===== src/hdl/linear_scan_register_allocator_top_defines.svh =====
// Assertion macros used by the register allocator datapath (lsra_dp).
// Needs i_clk and i_rst_n in the scope of each use.
`ifndef LINEAR_SCAN_REGISTER_ALLOCATOR_TOP_DEFINES_SVH
`define LINEAR_SCAN_REGISTER_ALLOCATOR_TOP_DEFINES_SVH

// Antecedent implies consequent in the same cycle.
`define LSRA_ASSERT_IMPLIES(lbl, pre, post) \
    lbl: assert property (@(posedge i_clk) disable iff (!i_rst_n) (pre) |-> (post)) \
        else $error("allocator assertion failed");

// Antecedent implies consequent in the next cycle.
`define LSRA_ASSERT_NEXT(lbl, pre, post) \
    lbl: assert property (@(posedge i_clk) disable iff (!i_rst_n) (pre) |=> (post)) \
        else $error("allocator assertion failed");

`endif


===== src/hdl/lsra_pkg.sv =====
// Types and constants of the linear scan register allocator.
// No dependencies.
package lsra_pkg;
    localparam int MAX_REGS = 32;
    localparam int IDX_W    = 5;
    localparam int CNT_W    = 6;
    localparam int POS_W    = 16;
    localparam int VAR_W    = 10;
    localparam int REG_W    = 5;

    typedef struct packed {
        logic [VAR_W-1:0] var_num;
        logic [POS_W-1:0] end_pos;
        logic [REG_W-1:0] reg_num;
    } t_entry;

    typedef enum logic [1:0] {
        ST_IDLE,
        ST_SCAN,
        ST_DECIDE
    } t_state;

    typedef struct packed {
        logic load;
        logic step;
        logic decide;
    } t_cmd;

    typedef struct packed {
        logic scan_done;
        logic out_free;
    } t_status;
endpackage


===== src/hdl/lsra_ctrl.sv =====
// Controller of the register allocator: sequences load, scan and decision.
// Depends on lsra_pkg.
module lsra_ctrl
    import lsra_pkg::*;
(
    input  logic    i_clk,
    input  logic    i_rst_n,
    input  logic    i_valid,
    output logic    o_ready,
    input  t_status i_status,
    output t_cmd    o_cmd
);
    t_state r_state, n_state;

    // state register
    always_ff @(posedge i_clk) begin
        if (!i_rst_n) r_state <= ST_IDLE;
        else          r_state <= n_state;
    end

    // next state and commands
    always_comb begin
        n_state = r_state;
        o_cmd   = '0;
        o_ready = 1'b0;
        unique case (r_state)
            ST_IDLE: begin
                o_ready = 1'b1;
                if (i_valid) begin
                    o_cmd.load = 1'b1;
                    n_state    = ST_SCAN;
                end
            end
            ST_SCAN: begin
                if (i_status.scan_done) n_state = ST_DECIDE;
                else                    o_cmd.step = 1'b1;
            end
            ST_DECIDE: begin
                if (i_status.out_free) begin
                    o_cmd.decide = 1'b1;
                    n_state      = ST_IDLE;
                end
            end
            default: n_state = ST_IDLE;
        endcase
    end
endmodule


===== src/hdl/lsra_dp.sv =====
// Datapath of the register allocator: active list, scan, decision, output register.
// Depends on lsra_pkg and the assertion macro header.
`include "linear_scan_register_allocator_top_defines.svh"
module lsra_dp
    import lsra_pkg::*;
(
    input  logic             i_clk,
    input  logic             i_rst_n,
    input  t_cmd             i_cmd,
    output t_status          o_status,
    input  logic             i_cfg_valid,
    input  logic [CNT_W-1:0] i_cfg_register_count,
    input  logic [POS_W-1:0] i_interval_start,
    input  logic [POS_W-1:0] i_interval_end,
    input  logic [VAR_W-1:0] i_variable_number,
    input  logic             i_last_interval,
    output logic             o_valid,
    input  logic             i_ready,
    output logic [REG_W-1:0] o_assigned_register,
    output logic             o_interval_spilled,
    output logic             o_eviction_valid,
    output logic [VAR_W-1:0] o_evicted_variable
);
    t_entry r_list [MAX_REGS];

    logic [CNT_W-1:0]    r_reg_count;
    logic [CNT_W-1:0]    r_count, n_count;
    logic [CNT_W-1:0]    r_idx;
    logic [CNT_W-1:0]    r_kept;
    logic [MAX_REGS-1:0] r_used;
    logic                r_have_best;
    logic [IDX_W-1:0]    r_best_pos;
    t_entry              r_best;
    logic [POS_W-1:0]    r_start, r_end;
    logic [VAR_W-1:0]    r_var;
    logic                r_last;
    logic                r_ovalid;
    logic [REG_W-1:0]    r_oreg;
    logic                r_ospill, r_oevict;
    logic [VAR_W-1:0]    r_oevar;

    t_entry              cur;
    logic                keep;
    logic [CNT_W-1:0]    lim;
    logic [MAX_REGS-1:0] avail;
    logic [REG_W-1:0]    pick;
    logic                found;
    logic                wr_en;
    logic [IDX_W-1:0]    wr_addr;
    t_entry              wr_data;
    logic [REG_W-1:0]    d_reg;
    logic                d_spill, d_evict;
    logic [VAR_W-1:0]    d_evar;

    assign cur  = r_list[r_idx[IDX_W-1:0]];
    assign keep = (cur.end_pos >= r_start);

    assign o_status.scan_done = (r_idx == r_count);
    assign o_status.out_free  = !r_ovalid || i_ready;

    // clamp register count to 1..MAX_REGS
    always_comb begin
        if (r_reg_count == '0)                   lim = CNT_W'(1);
        else if (r_reg_count > CNT_W'(MAX_REGS)) lim = CNT_W'(MAX_REGS);
        else                                     lim = r_reg_count;
    end

    // lowest free register below the limit
    always_comb begin
        pick  = '0;
        found = 1'b0;
        for (int r = MAX_REGS - 1; r >= 0; r--) begin
            avail[r] = !r_used[r] && (CNT_W'(r) < lim);
            if (avail[r]) begin
                pick  = REG_W'(r);
                found = 1'b1;
            end
        end
    end

    // list write port and decision
    always_comb begin
        wr_en   = 1'b0;
        wr_addr = r_kept[IDX_W-1:0];
        wr_data = cur;
        d_reg   = '0;
        d_spill = 1'b0;
        d_evict = 1'b0;
        d_evar  = '0;
        n_count = r_kept;
        if (i_cmd.step) begin
            wr_en = keep;
        end else if (i_cmd.decide) begin
            if (r_kept < lim) begin
                if (found) begin
                    wr_en   = 1'b1;
                    wr_data = '{var_num: r_var, end_pos: r_end, reg_num: pick};
                    d_reg   = pick;
                    n_count = r_kept + CNT_W'(1);
                end else begin
                    d_spill = 1'b1;
                end
            end else if (r_best.end_pos > r_end) begin
                wr_en   = 1'b1;
                wr_addr = r_best_pos;
                wr_data = '{var_num: r_var, end_pos: r_end, reg_num: r_best.reg_num};
                d_reg   = r_best.reg_num;
                d_evict = 1'b1;
                d_evar  = r_best.var_num;
            end else begin
                d_spill = 1'b1;
            end
            if (r_last) n_count = '0;
        end
    end

    // active list storage
    always_ff @(posedge i_clk) begin
        if (wr_en) r_list[wr_addr] <= wr_data;
    end

    // control registers
    always_ff @(posedge i_clk) begin
        if (!i_rst_n) begin
            r_reg_count <= CNT_W'(MAX_REGS);
            r_count     <= '0;
            r_idx       <= '0;
            r_kept      <= '0;
            r_have_best <= 1'b0;
            r_ovalid    <= 1'b0;
        end else begin
            if (i_cfg_valid) r_reg_count <= i_cfg_register_count;
            if (i_cmd.load) begin
                r_idx       <= '0;
                r_kept      <= '0;
                r_have_best <= 1'b0;
            end else if (i_cmd.step) begin
                r_idx <= r_idx + CNT_W'(1);
                if (keep) begin
                    r_kept <= r_kept + CNT_W'(1);
                    if (!r_have_best || cur.end_pos > r_best.end_pos) r_have_best <= 1'b1;
                end
            end
            if (i_cmd.decide) begin
                r_count  <= n_count;
                r_ovalid <= 1'b1;
            end else if (i_ready) begin
                r_ovalid <= 1'b0;
            end
        end
    end

    // payload registers
    always_ff @(posedge i_clk) begin
        if (i_cmd.load) begin
            r_start <= i_interval_start;
            r_end   <= i_interval_end;
            r_var   <= i_variable_number;
            r_last  <= i_last_interval;
            r_used  <= '0;
        end else if (i_cmd.step && keep) begin
            r_used[cur.reg_num] <= 1'b1;
            if (!r_have_best || cur.end_pos > r_best.end_pos) begin
                r_best     <= cur;
                r_best_pos <= r_kept[IDX_W-1:0];
            end
        end
        if (i_cmd.decide) begin
            r_oreg   <= d_reg;
            r_ospill <= d_spill;
            r_oevict <= d_evict;
            r_oevar  <= d_evar;
        end
    end

    assign o_valid             = r_ovalid;
    assign o_assigned_register = r_oreg;
    assign o_interval_spilled  = r_ospill;
    assign o_eviction_valid    = r_oevict;
    assign o_evicted_variable  = r_oevar;

    // checks
    `LSRA_ASSERT_IMPLIES(a_count_bound, 1'b1, r_count <= CNT_W'(MAX_REGS))
    `LSRA_ASSERT_IMPLIES(a_kept_le_idx, 1'b1, r_kept <= r_idx)
    `LSRA_ASSERT_IMPLIES(a_evict_excl, r_ovalid, !(r_oevict && r_ospill))
    `LSRA_ASSERT_NEXT(a_last_clears, i_cmd.decide && r_last, r_count == '0)
endmodule


===== src/hdl/linear_scan_register_allocator_top.sv =====
// Top level of the linear scan register allocator.
// Depends on lsra_pkg, lsra_ctrl and lsra_dp.
//
// Usage:
//  - Input channel (i_valid/o_ready) carries one live interval per transaction,
//    in nondecreasing start order; i_last_interval ends a run and empties the list.
//  - Output channel (o_valid/i_ready) returns one result per interval: assigned
//    register, spilled flag, and the evicted variable when one lost its register.
//  - Config channel (i_cfg_valid/o_cfg_ready) writes the register count; it is
//    always ready; the user must write it only while the block is idle, which the block does not enforce.
//  - After acceptance the scan walks the active list one entry per cycle, compacting it,
//    collecting used registers and the entry with the latest end; then the decision
//    step sets o_valid. o_ready is high only when idle, so a new interval is taken
//    only after the decision step of the previous one.
//  - A result waits in the output register while the next interval scans; if the
//    receiver stalls, the decision step waits until the register frees.
//  - Reset: active list empty, register count 32, no result pending.
module linear_scan_register_allocator_top
    import lsra_pkg::*;
(
    input  logic             i_clk,
    input  logic             i_rst_n,
    input  logic             i_valid,
    output logic             o_ready,
    input  logic [POS_W-1:0] i_interval_start,
    input  logic [POS_W-1:0] i_interval_end,
    input  logic [VAR_W-1:0] i_variable_number,
    input  logic             i_last_interval,
    output logic             o_valid,
    input  logic             i_ready,
    output logic [REG_W-1:0] o_assigned_register,
    output logic             o_interval_spilled,
    output logic             o_eviction_valid,
    output logic [VAR_W-1:0] o_evicted_variable,
    input  logic             i_cfg_valid,
    output logic             o_cfg_ready,
    input  logic [CNT_W-1:0] i_cfg_register_count
);
    t_cmd    cmd;
    t_status status;

    assign o_cfg_ready = 1'b1;

    lsra_ctrl u_ctrl (
        .i_clk    (i_clk),
        .i_rst_n  (i_rst_n),
        .i_valid  (i_valid),
        .o_ready  (o_ready),
        .i_status (status),
        .o_cmd    (cmd)
    );

    lsra_dp u_dp (
        .i_clk                (i_clk),
        .i_rst_n              (i_rst_n),
        .i_cmd                (cmd),
        .o_status             (status),
        .i_cfg_valid          (i_cfg_valid),
        .i_cfg_register_count (i_cfg_register_count),
        .i_interval_start     (i_interval_start),
        .i_interval_end       (i_interval_end),
        .i_variable_number    (i_variable_number),
        .i_last_interval      (i_last_interval),
        .o_valid              (o_valid),
        .i_ready              (i_ready),
        .o_assigned_register  (o_assigned_register),
        .o_interval_spilled   (o_interval_spilled),
        .o_eviction_valid     (o_eviction_valid),
        .o_evicted_variable   (o_evicted_variable)
    );
endmodule


===== config.mk =====
export PLATFORM = sky130hd
export DESIGN_NAME = linear_scan_register_allocator_top
export DESIGN_NICKNAME = d
export VERILOG_FILES = /design/src/hdl/lsra_pkg.sv /design/src/hdl/lsra_ctrl.sv /design/src/hdl/lsra_dp.sv /design/src/hdl/linear_scan_register_allocator_top.sv
export VERILOG_INCLUDE_DIRS = /design/src /design/src/hdl
export SDC_FILE = /design/constraint.sdc
export NUM_CORES = 1
export LEC_CHECK = 0
export BUFFER_PORTS_ARGS = -buffer_cell sky130_fd_sc_hd__buf_2
export CORE_UTILIZATION = 50
export CTS_BUF_LIST = sky130_fd_sc_hd__clkbuf_8
export DETAILED_ROUTE_END_ITERATION = 10
export PLACE_DENSITY = 0.68
export SYNTH_ARGS = -nofsm -noshare
export SYNTH_HDL_FRONTEND = slang
export SYNTH_HIERARCHICAL = 1
export SYNTH_SLANG_ARGS = --single-unit

===== constraint.sdc =====
create_clock -name i_clk -period 7.25 [get_ports i_clk]
set_input_delay 0.3625 -clock i_clk [delete_from_list [all_inputs] [get_ports i_clk]]
set_output_delay 0.3625 -clock i_clk [all_outputs]
set_load 0.02 [all_outputs]

### Word-level counts from Yosys, hierarchy flattened

Memories as Yosys holds them, arrays and structs flattened. A register that Yosys moved wholly into a read port is not among the register bits.
Index checks and enable logic that the tools add are counted.

| word-level totals | value |
|---|---|
| bits in writable memories | 992 |
| bits in read-only memories | 0 |
| input bits | 54 |
| logic and storage cells | 261 |
| output and inout bits | 20 |
| flip-flop bits (word level) | 156 |
| memories kept | 1 |
| latch bits | 0 |

| operators by class | value |
|---|---|
| equal/unequal tests | 6 |
| multiply operators | 0 |
| shifts and indexed selects | 0 |
| reductions and logical operators | 80 |
| magnitude comparators | 39 |
| mux-type cells | 109 |
| $add $sub $neg | 2 |
| div/mod/pow operators | 0 |
| bitwise gates (word level) | 4 |

Memories:

| memory | depth | bits a word | read ports | clocked after Yosys merged registers in | wr ports | RTL line | RTL |
|---|---|---|---|---|---|---|---|
| u_dp.r_list | 32 | 31 | 1 | 1 | 1 | lsra_dp.sv:24 | `t_entry r_list [MAX_REGS];` |

Operator list:

| operator | count |
|---|---|
| two-way mux 5 bit | 41 |
| two-way mux 31 bit | 5 |
| < comparator 5 x 6 -> 1 bit (first input constant) | 16 |
| two-way mux 1 bit | 52 |
| < comparator 4 x 6 -> 1 bit (first input constant) | 8 |
| two-way mux 6 bit | 6 |
| logical AND 1 bit | 34 |
| zero test 1 bit | 34 |
| greater-than comparator 16 bit | 2 |
| bitwise OR 32 bit | 1 |
| < comparator 3 x 6 -> 1 bit (first input constant) | 4 |
| greater-or-equal comparator 16 bit | 1 |
| adder 6 x 1 -> 6 bit (second input constant) | 2 |
| < comparator 1 x 6 -> 1 bit (first input constant) | 2 |
| < comparator 2 x 6 -> 1 bit (first input constant) | 2 |
| AND reduction 3 bit | 3 |
| equality test 6 bit | 1 |
| greater-than comparator 6 bit (second input constant) | 1 |
| zero test 6 bit | 1 |
| < comparator 5 x 6 -> 1 bit (second input constant) | 1 |
| < comparator 6 bit | 1 |
| two-way mux 2 bit | 3 |
| inequality test 2 bit (second input constant) | 3 |
| case mux 2 bit (3 select lines) | 1 |
| 11 further kinds | 15 |

### Logic depth before layout (Yosys ltp)

| depth | value |
|---|---|
| depth in word-level cells | 43 |
| mapped depth | 20 |
| gate-level depth less buffers | 12 |

### Cells and area by module

The synthesis kept the hierarchy.

Modules (own cells, without submodules):

| module | instances | area each (um^2) | cells an instance |
|---|---|---|---|
| lsra_dp | 1 | 46433.3 | 2309 |
| lsra_ctrl | 1 | 116.4 | 15 |
| linear_scan_register_allocator_top | 1 | 11.3 | 2 |

### Worst setup path after synthesis

No wires, ideal clock.

| timing path | value |
|---|---|
| path kind | register -> register |
| start point | reg (tool-made name) |
| end point | mem u_dp/r_list[0][0] (netlist name), enable pin |
| setup time | 0.458 ns |
| period minus slack after synthesis | 6.739 ns |
| setup slack | 0.511 ns |
| arrival | 6.281 ns |
| stages on the path, launching flop included | 19 |
| cells stage by stage | dfxtp_1 -> buf_2 -> buf_2 -> clkbuf_1 -> clkbuf_1 -> mux4_2 -> mux4_2 -> mux2_2 -> ha_1 -> and3_1 -> nand3_1 -> nor3b_1 -> a311oi_1 -> and2_1 -> clkbuf_1 -> and3_1 -> buf_2 -> buf_4 -> nor3_1 |

RTL lines:

| element | RTL line |
|---|---|
| end, declared | lsra_dp.sv:24 |

==> metrics.cfg <==
[floorplanning]
num_io_pins = 74
die-area_mm2 = 0.0943
die_w_um = 307
die_y_um = 307
start_util_pct = 50.6
core_area_mm2 = 0.0919
rows = 111

[critical_path]
end_kind = flip-flop
worstSetupPathType = reg2reg
required_ns = 7.70
cp-start-kind = flip-flop
worstPathArrival_ns = 6.45
path_max_fanout = 42

[routing]
viasPerCell = 6.17
ant_nets = 0
drc = 0
wl_per_cell_um = 29.3
drt-total-wl_um = 118000
dr.pass1.iters = 5
drt_iter0_drc = 2933
vias = 24700

[timing]
min_period_over_period_pct = 82.8
fin_crit_ns = 6.00
timing.hold.ws_ns = 0.236
tns_ns = 0
worstMarginPinSlew_ns = 1.40
rsz0062_at_grt = no
max-slew-margin-rel_pct = 6.84
finalClockSkew_ns = 0.0268
hold_viol_final = 0
fmax_ghz = 0.167
setup_viol = 0
slew_violations = 0

[placed_design]
gp_congestion = 0.860
port_buffers = 72
hpwlAfterDp_um = 69100

[synth]
syn_area_mm2 = 0.0466
synth-edff-count = 1088
synth_seq_cells = 1153
yosysTopAreaCell = edfxtp_1
synth.area.top_cells = edfxtp_1 (70%), mux4_2 (15%), dfxtp_1 (2.8%)
async_reset_ff_share_pct = 0
yosysSeqAreaShare_pct = 73.0
avgSynthCellArea_um2 = 20.0
syn_inst = 2326
synth_top_area_share_pct = 70.2
syn-num-nets = 2435
synth-warning-count = 6
synth_cell_types = 86
ys.flop_type = edfxtp_1

[finish]
area_growth_pct = 13.5
layout-drive-gt1-share_pct = 28.7
nFillCells = 6778
fin_nets = 2721

[power]
p_comb_share_pct = 5.7
power.leakage_nw = 16.8
power_density_mw_per_mm2 = 252
switchingPower_mw = 3.07
p_total_mw = 13.3
seqPwrFrac_pct = 56.4
internal_power_mw = 10.3
pwr-share-clk_pct = 37.8
ir_worst_vdd_mv = 0.183
p_sw_share_pct = 23.1

[global_route]
grt_max_degree = 63
grt_pass1_wl_um = 170000
antenna_found_initial = 3
track_usage_pct = 25.3
overflow = 0
grt_pass1_vias = 25100

[outcome]
status = finished, final reports clean

[clocking]
tritoncts = yes
clk_latency_ns = 0.84
clkSlewWorstSetupHoldPaths_ns = 0.06
root_buffer = clkbuf_8
h-tree-depth = 4
cts_buffers = 176
cts.sinks = 1153
clockBufferDepth = 3
post-cts-setup-buffers = 0

[run]
maxCapViolations = 0

[hold_path]
hold_path_class = in2reg

power groups by stage:
stage / registers [mW] / logic, mW / clock network (mW)
detailed placement: 7.66 / 0.727 / 0
global route: 7.52 / 0.822 / 5.41
CTS: 7.52 / 0.758 / 5.14
global placement: 7.66 / 0.701 / 0
finish: 7.52 / 0.765 / 5.04
floorplan: 7.63 / 0.479 / 0
cells by family (layout without fill, tap and decap cells):
family | count (synthesis) | after routing | share of synthesized area [%]
flip-flops | 1153 | 1153 | 73.0
AND/OR/NAND/NOR | 260 | 260 | 2.97
AO/OA/AOI/OAI | 239 | 239 | 3.77
XOR/XNOR | 12 | 12 | 0.226
adder cells (fa/ha/maj) | 55 | 55 | 1.48
multiplexers | 382 | 382 | 16.5
buffers and inverters | 224 | 660 | 2.13
other | 1 | 2 | 0.00805
synth_stat cells (7+ instances only):
library cell	instances
a211o_1	11
a211oi_1	13
a21oi_1	37
a311oi_1	7
a31oi_1	11
and2_1	9
and3_1	15
buf_1	14
buf_2	26
buf_4	19
clkbuf_1	61
dfxtp_1	65
edfxtp_1	1088
ha_1	55
inv_1	97
mux2_1	19
mux2_2	39
mux2i_1	21
mux4_2	300
nand2_1	50
nand2b_1	16
nand3_1	15
nand4_1	16
nor2_1	47
nor2b_1	10
nor3_1	48
o211ai_1	10
o21ai_0	37
o32ai_1	32
final timing paths:
path	start	endpoint	slack (ns)	cells past startpoint
min	i_interval_end[6]	u_dp/r_end[6]$_DFFE_PP_	0.24	2
min reg2reg	u_dp/r_used[31]$_SDFFE_PP0P_	u_dp/r_used[31]$_SDFFE_PP0P_	0.50	2
max	flip-flop	u_dp/r_list[8][17]$_DFFE_PP_	1.25	15
max reg2reg	flip-flop	u_dp/r_list[8][17]$_DFFE_PP_	1.25	15
registers in the layout (all words and copies together) (netlist names), 6 cells and up, named ones only:
register and flops:
u_dp/r_list 992, u_dp/r_used 32, u_dp/r_best 31, u_dp/r_end 16, u_dp/r_start 16, u_dp/o_evicted_variable 10
u_dp/r_var 10, u_dp/r_count 6, u_dp/r_idx 6, u_dp/r_kept 6, u_dp/r_reg_count 6
timing repair:
item	CTS	global route
hold buffers	66	0
endpoints found under the hold margin	58	0
resized for setup	0	0
through the flow:
step	setup WS (ns)	instances	cell area [um2]	utilization, %
after floorplan	0.511	2326	46600	-
after global placement	1.31	3611	48900	53.2
after detailed placement	1.27	3611	48900	53.2
after CTS	1.24	4005	52800	57.5
after global routing	0.876	4006	52800	57.5
final	1.25	4006	52800	57.5
worst max-delay path: stages (launching register included):
cell and delay [ns]:
dfxtp_4 0.77, buf_12 0.34, buf_4 0.23, mux4_2 0.50, mux4_2 0.49, mux2_2 0.36, ha_1 0.32, nor2_1 0.05
o31ai_1 0.37, a311oi_1 0.20, and2_1 0.22, buf_4 0.26, and3_1 0.25, buf_4 0.29, nor3_2 0.23, buf_4 0.68
placed cells by master, fill, tap and decap left out, types with 43 or more instances in the layout:
master and instances:
edfxtp_1 1088, nor2_1 46, ha_1 55, mux4_2 300, clkbuf_8 181, buf_4 90, clkinv_1 43, inv_1 156
nand2_1 50, dfxtp_1 60, dlygate4sd3_1 66, buf_2 72
final cells by class:
class | instances | area (um2) | share of cell area [%]
Sequential cell | 1153 | 34000 | 64.3
Multi-Input combinational cell | 949 | 11800 | 22.3
Clock buffer | 181 | 2490 | 4.71
Timing Repair Buffer | 234 | 1820 | 3.44
Tap cell | 1243 | 1560 | 2.94
Clock inverter | 147 | 817 | 1.55
Inverter | 98 | 368 | 0.696
Antenna cell | 1 | 2.50 | 0.00474
routing by layer:
metal  share of wire (%)  routed length (um)  vias up  global-route usage (%)
li1                    -                   -    10300                       -
met1                  41               47600    12900                    35.4
met2                  47               55300     1321                    39.2
met3                  10               11900      177                    6.73
met4                 2.2                2640        2                    7.56
met5               0.034                  40        -                   0.362
Power figures use the tool's default switching activity.
